--- src/rtl/core/tfs_pkg.sv ---
// shared types and constants of the tuner frequency serializer
package tfs_pkg;

   localparam int unsigned FREQ_WIDTH   = 22;
   localparam int unsigned DIVIDER_BITS = 13;
   localparam int unsigned PAD_ZEROS    = 7;
   localparam int unsigned FRAME_BITS   = 1 + DIVIDER_BITS + PAD_ZEROS + 3;
   localparam int unsigned RUN_BYTES    = 2 * FRAME_BITS + 1;
   localparam int unsigned COUNT_WIDTH  = $clog2(RUN_BYTES);
   localparam int unsigned SUM_WIDTH    = FREQ_WIDTH + 1;

   // divide by 800 as a shift by 5 and a reciprocal multiply for 25
   localparam int unsigned DIV_SHIFT    = 5;
   localparam int unsigned QUOT_IN_BITS = SUM_WIDTH - DIV_SHIFT;
   localparam int unsigned RECIP_SHIFT  = 30;
   localparam int unsigned RECIP_BITS   = 26;
   localparam int unsigned PROD_WIDTH   = QUOT_IN_BITS + RECIP_BITS;

   localparam logic [SUM_WIDTH-1:0]   FREQ_OFFSET = SUM_WIDTH'(171200);
   localparam logic [RECIP_BITS-1:0]  RECIP_25    = RECIP_BITS'(42949673);

   localparam logic [2:0]  FRAME_TAIL = 3'b101;
   localparam logic [7:0]  BYTE_BASE  = 8'hD1;
   localparam logic [7:0]  BIT_ONE    = 8'h04;
   localparam logic [7:0]  AUDIO_ON   = 8'h08;
   localparam logic [7:0]  CLOCK_HIGH = 8'h02;
   localparam logic [7:0]  END_OFF    = 8'hD0;
   localparam logic [7:0]  END_ON     = 8'hD8;

   localparam logic [COUNT_WIDTH-1:0] LAST_INDEX = COUNT_WIDTH'(RUN_BYTES - 1);

   typedef struct packed {
      logic [FREQ_WIDTH-1:0] freq;
      logic                  audio_off;
   } req_type;

   typedef struct packed {
      logic [7:0] port_value;
      logic       last;
   } rsp_type;

endpackage

--- src/rtl/core/tfs_frame_build.sv ---
// pll divider computation and 24-bit frame assembly
module tfs_frame_build (
   input  logic [tfs_pkg::FREQ_WIDTH-1:0] freq,
   output logic [tfs_pkg::FRAME_BITS-1:0] frame
);

   logic [tfs_pkg::SUM_WIDTH-1:0]    sum;
   logic [tfs_pkg::QUOT_IN_BITS-1:0] scaled;
   logic [tfs_pkg::PROD_WIDTH-1:0]   prod;
   logic [tfs_pkg::DIVIDER_BITS-1:0] divider;

   assign sum    = tfs_pkg::SUM_WIDTH'(freq) + tfs_pkg::FREQ_OFFSET;
   assign scaled = sum[tfs_pkg::SUM_WIDTH-1:tfs_pkg::DIV_SHIFT];
   // reciprocal error is below one part in 2^30, exact for every 18-bit input
   assign prod   = tfs_pkg::PROD_WIDTH'(scaled) * tfs_pkg::PROD_WIDTH'(tfs_pkg::RECIP_25);
   assign divider = prod[tfs_pkg::RECIP_SHIFT +: tfs_pkg::DIVIDER_BITS];

   // bit 0 goes out first: zero, divider lsb first, padding, then 1 0 1
   assign frame = {tfs_pkg::FRAME_TAIL, tfs_pkg::PAD_ZEROS'(0), divider, 1'b0};

endmodule

--- src/rtl/core/tuner_frequency_serializer_unit.sv ---
// tuner frequency serializer: request register, frame build and byte serializer
// an accepted request is held in the request register, then loaded into the serializer, which raises rsp_valid
// throughput: 49 result bytes per item, one per cycle while rsp_ready is high, set by the byte serializer
// a second item waits in the request register, so runs follow with no gap
// reset (synchronous, active high) empties the request register and the serializer
module tuner_frequency_serializer_unit (
   input  logic             clock,
   input  logic             reset,
   input  logic             req_valid,
   output logic             req_ready,
   input  tfs_pkg::req_type req_data,
   output logic             rsp_valid,
   input  logic             rsp_ready,
   output tfs_pkg::rsp_type rsp_data
);

   logic                              hold_valid_ff, hold_valid_in;
   tfs_pkg::req_type                  hold_ff, hold_in;
   logic                              busy_ff, busy_in;
   logic [tfs_pkg::COUNT_WIDTH-1:0]   count_ff, count_in;
   logic [tfs_pkg::FRAME_BITS-1:0]    frame_ff, frame_in;
   logic                              audio_on_ff, audio_on_in;

   logic [tfs_pkg::FRAME_BITS-1:0]    frame_new;
   logic                              last_now;
   logic                              load;
   logic                              advance;
   logic [7:0]                        data_byte;

   tfs_frame_build u_frame_build (
      .freq  (hold_ff.freq),
      .frame (frame_new)
   );

   assign last_now  = (count_ff == tfs_pkg::LAST_INDEX);
   assign advance   = busy_ff && rsp_ready;
   assign load      = hold_valid_ff && (!busy_ff || (rsp_ready && last_now));
   assign req_ready = !hold_valid_ff || load;

   always_comb begin
      hold_valid_in = hold_valid_ff;
      hold_in       = hold_ff;
      if (req_valid && req_ready) begin
         hold_valid_in = 1'b1;
         hold_in       = req_data;
      end else if (load) begin
         hold_valid_in = 1'b0;
      end
   end

   always_comb begin
      busy_in     = busy_ff;
      count_in    = count_ff;
      frame_in    = frame_ff;
      audio_on_in = audio_on_ff;
      priority if (load) begin
         busy_in     = 1'b1;
         count_in    = '0;
         frame_in    = frame_new;
         audio_on_in = !hold_ff.audio_off;
      end else if (advance) begin
         busy_in  = !last_now;
         count_in = count_ff + 1'b1;
         // next frame bit after the clock-high byte
         if (count_ff[0]) begin
            frame_in = frame_ff >> 1;
         end
      end else begin
         // idle, or the current byte is stalled
         busy_in = busy_ff;
      end
   end

   always_ff @(posedge clock) begin
      if (reset) begin
         hold_valid_ff <= 1'b0;
         busy_ff       <= 1'b0;
         count_ff      <= '0;
      end else begin
         hold_valid_ff <= hold_valid_in;
         busy_ff       <= busy_in;
         count_ff      <= count_in;
      end
      hold_ff     <= hold_in;
      frame_ff    <= frame_in;
      audio_on_ff <= audio_on_in;
   end

   assign data_byte = tfs_pkg::BYTE_BASE
                    | (frame_ff[0] ? tfs_pkg::BIT_ONE    : 8'h00)
                    | (audio_on_ff ? tfs_pkg::AUDIO_ON   : 8'h00)
                    | (count_ff[0] ? tfs_pkg::CLOCK_HIGH : 8'h00);

   assign rsp_valid           = busy_ff;
   assign rsp_data.last       = last_now;
   assign rsp_data.port_value = last_now
                              ? (audio_on_ff ? tfs_pkg::END_ON : tfs_pkg::END_OFF)
                              : data_byte;

endmodule

--- config.mk ---
export PLATFORM = sky130hd
export DESIGN_NAME = tuner_frequency_serializer_unit
export DESIGN_NICKNAME = d
export VERILOG_FILES = /design/src/rtl/core/tfs_pkg.sv /design/src/rtl/core/tfs_frame_build.sv /design/src/rtl/core/tuner_frequency_serializer_unit.sv
export SDC_FILE = /design/constraint.sdc
export NUM_CORES = 1
export LEC_CHECK = 0
export BUFFER_PORTS_ARGS = -buffer_cell sky130_fd_sc_hd__buf_2
export CAP_MARGIN = 30
export CORE_MARGIN = 2
export CORE_UTILIZATION = 49
export CTS_CLUSTER_SIZE = 24
export DETAILED_ROUTE_END_ITERATION = 7
export GPL_ROUTABILITY_DRIVEN = 0
export GPL_TIMING_DRIVEN = 0
export PLACE_DENSITY = 0.65
export SYNTH_ARGS = -nofsm -noshare
export SYNTH_HDL_FRONTEND = slang
export SYNTH_SLANG_ARGS = --single-unit
--- constraint.sdc ---
create_clock -name clock -period 19.9 [get_ports clock]
set_input_delay 5.97 -clock clock [delete_from_list [all_inputs] [get_ports clock]]
set_output_delay 5.97 -clock clock [all_outputs]
set_load 0.03 [all_outputs]
==> impl_metrics.yaml <==
status:
  status: "complete, no violations"
sta:
  finalCriticalPeriod_ns: 12.72
  setup_viol: 0
  min_period_over_period_pct: 63.9
  slew_headroom_pct: 39.4
  hold_ws_ns: 0.449
  maxSlewViolCount: 0
  worstMarginPinSlew_ns: 0.903
  max_freq_ghz: 0.0786
  setup_tns_ns: 0
  fin_skew_ns: 0.00850
  rsz0062_at_grt: "false"
  finalHoldViolCount: 0
clocking:
  holdBufCountCts: 0
  clockRootBuffer: "clkbuf_16"
  htreeDepth: 2
  numCtsBuffers: 5
  cts_sinks: 51
  cts.clk_slew.worst_paths_ns: 0.07
  post-cts-setup-buffers: 0
  ctsResizeCount: 0
  cts_tree: "built"
  clockBufferDepth: 2
  clk_latency_ns: 0.30
floorplan:
  core_sq_um: 18000
  dieArea_sq_um: 19400
  fp.dieW_microns: 139
  initial_core_util_pct: 49.9
  rows: 49
  die_h_microns: 139
  io_pins: 38
place:
  port_buffers: 27
  dp.cells: 1180
  place_hpwl_microns: 16900
min_path:
  hp-start: "frame_ff[17]"
  hold_class: "flop to flop"
global_route:
  grt_pass1_wl_microns: 30500
  grt_max_degree: 18
  grt.total_usage_pct: 20.0
  antenna_found_initial: 0
  grt_pass1_vias: 6023
  gr-total-overflow: 0
drt:
  wire_per_inst_microns: 15.7
  dr.first_iter.drc_count: 289
  vias: 6051
  post_drt_via_cell_ratio: 5.09
  wl_microns: 18600
  drtPass1Iterations: 5
  ant_nets: 0
  drcViolationCount: 0
worst_setup_path:
  critPathKind: "input pin to output port"
  arrival_ns: 6.75
  critical_path.most_common_cell: "buf_2"
  start_kind: "input pin"
  required_ns: 13.93
  slowest_stage: "a21boi_1"
  critPathCaptureType: "output port"
  slowest_delay_ns: 0.34
  crit_chain: "buf_2 > a21boi_1 > nand2_1 > buf_2"
  worstPathMaxFanout: 4
  crit_start: "rsp_ready"
  r2r-start: "hold_ff[7]"
synth:
  synth.avg_cell_area_sq_um: 9.78
  ys_types: 56
  ys.flop_type: "edfxtp_1"
  synth-seq-cells: 51
  synth-edff-count: 32
  postSynthCellCount: 916
  netlist_top_cells_area: "fa_1, ha_1, inv_1"
  synthArstFlopShare_pct: 0
  synth_top_area_share_pct: 30.4
  synth.yosys.seq_area_share_pct: 15.0
  syn-cell-area_sq_um: 8960
  yosys.area.top_type: "fa_1"
  synth_warnings: 0
final_layout:
  area_growth_pct: 7.23
  antenna_cells: 0
  multi_input_area_sq_um: 6510
  stdcell_count: 1188
  drive_gt1_share_pct: 6.57
  layout.nets: 1295
  final.fill_count: 1644
  seqCellArea_sq_um: 1340
run:
  timing.max_cap.violations: 0
## registers in the layout, summed over array words and instances, names as in the netlist
name,count
audio_on_ff,1
count_ff,6
frame_ff,24
hold_ff,18
hold_valid_ff,1
rsp_valid,1
## layout by cell type (no fill, tap or decap), types with 7 or more instances in the layout
cell type	synthesis	layout
nor3_1	9	9
nand3_1	27	27
edfxtp_1	32	32
buf_2	0	27
a21o_1	14	14
ha_1	174	174
buf_4	6	11
fa_1	136	136
inv_1	271	271
a21oi_1	34	33
o21ai_0	7	7
xor2_1	13	13
clkbuf_1	7	8
nand2_1	44	44
o21ai_1	11	11
xnor2_1	17	17
dfxtp_1	19	19
nor2_1	21	21
## metal layers
layer / vias up / part of all wire (%) / track usage [%]
li1: 2960 / - / -
met1: 2968 / 48 / 29.4
met2: 107 / 48 / 33.2
met3: 16 / 3.4 / 1.48
met4: 0 / 0.99 / 3.24
met5: - / 0 / 0
## Yosys cell counts (all sizes together), types with 3 or more instances
library cell and count:
nand3 28, a21o 14, and3 8, xnor2 18, a21boi 4, xor2 13
nor2 21, edfxtp 32, clkbuf 7, buf 9, nand4 6, o211ai 6
nand2 44, a211oi 3, dfxtp 19, fa 136, ha 174, or3 3
a21oi 34, a31oi 3, o21ai 18, inv 273, or2 3, nor3 10
## final cells by class
cell class / count / share of cell area, %
multi-input cells: 577 / 67.8
flip-flops and latches: 51 / 14.0
inverters: 274 / 10.7
well taps: 229 / 2.98
repair buffers: 33 / 1.95
clock buffers: 7 / 1.60
plain buffers: 16 / 0.938
clock inverters: 1 / 0.0912
## worst paths after layout
check	end	slack, ns	depth (start not counted)
max	req_ready	7.18	4
min	frame_ff[16]	0.45	2
max reg2reg	frame_ff[9]	10.83	27
min reg2reg	frame_ff[16]	0.45	2
## through the flow
stage | worst slack [ns] | util [%] | instance area (sq um)
after detailed placement | 7.19 | 52.6 | 9440
after global routing | 7.12 | 53.5 | 9610
after floorplan | 7.53 | - | 8970
final | 7.18 | 53.5 | 9610
after global placement | 7.25 | 52.3 | 9390
after CTS | 7.19 | 53.5 | 9610
## cells by family (layout without fill, tap and decap cells)
kind of cell,count (synthesis),count (layout),share of synthesized area [%]
fa+ha+maj,310,310,54.7
buf+inv,290,331,12.5
simple gates,133,133,7.19
compound gates,98,98,7.33
flops,51,51,15.0
xor+xnor,31,31,3.11
other cells,2,4,0.0838
mux,1,1,0.112
## critical path, delay by kind of cell
kind            cells  cell delay, ns
buf+inv             2            0.31
simple gates        1            0.12
compound gates      1            0.34
Power is left out: the tool's default activity adds up to more than one toggle a clock period on the data nets, which glitch-free logic cannot reach.
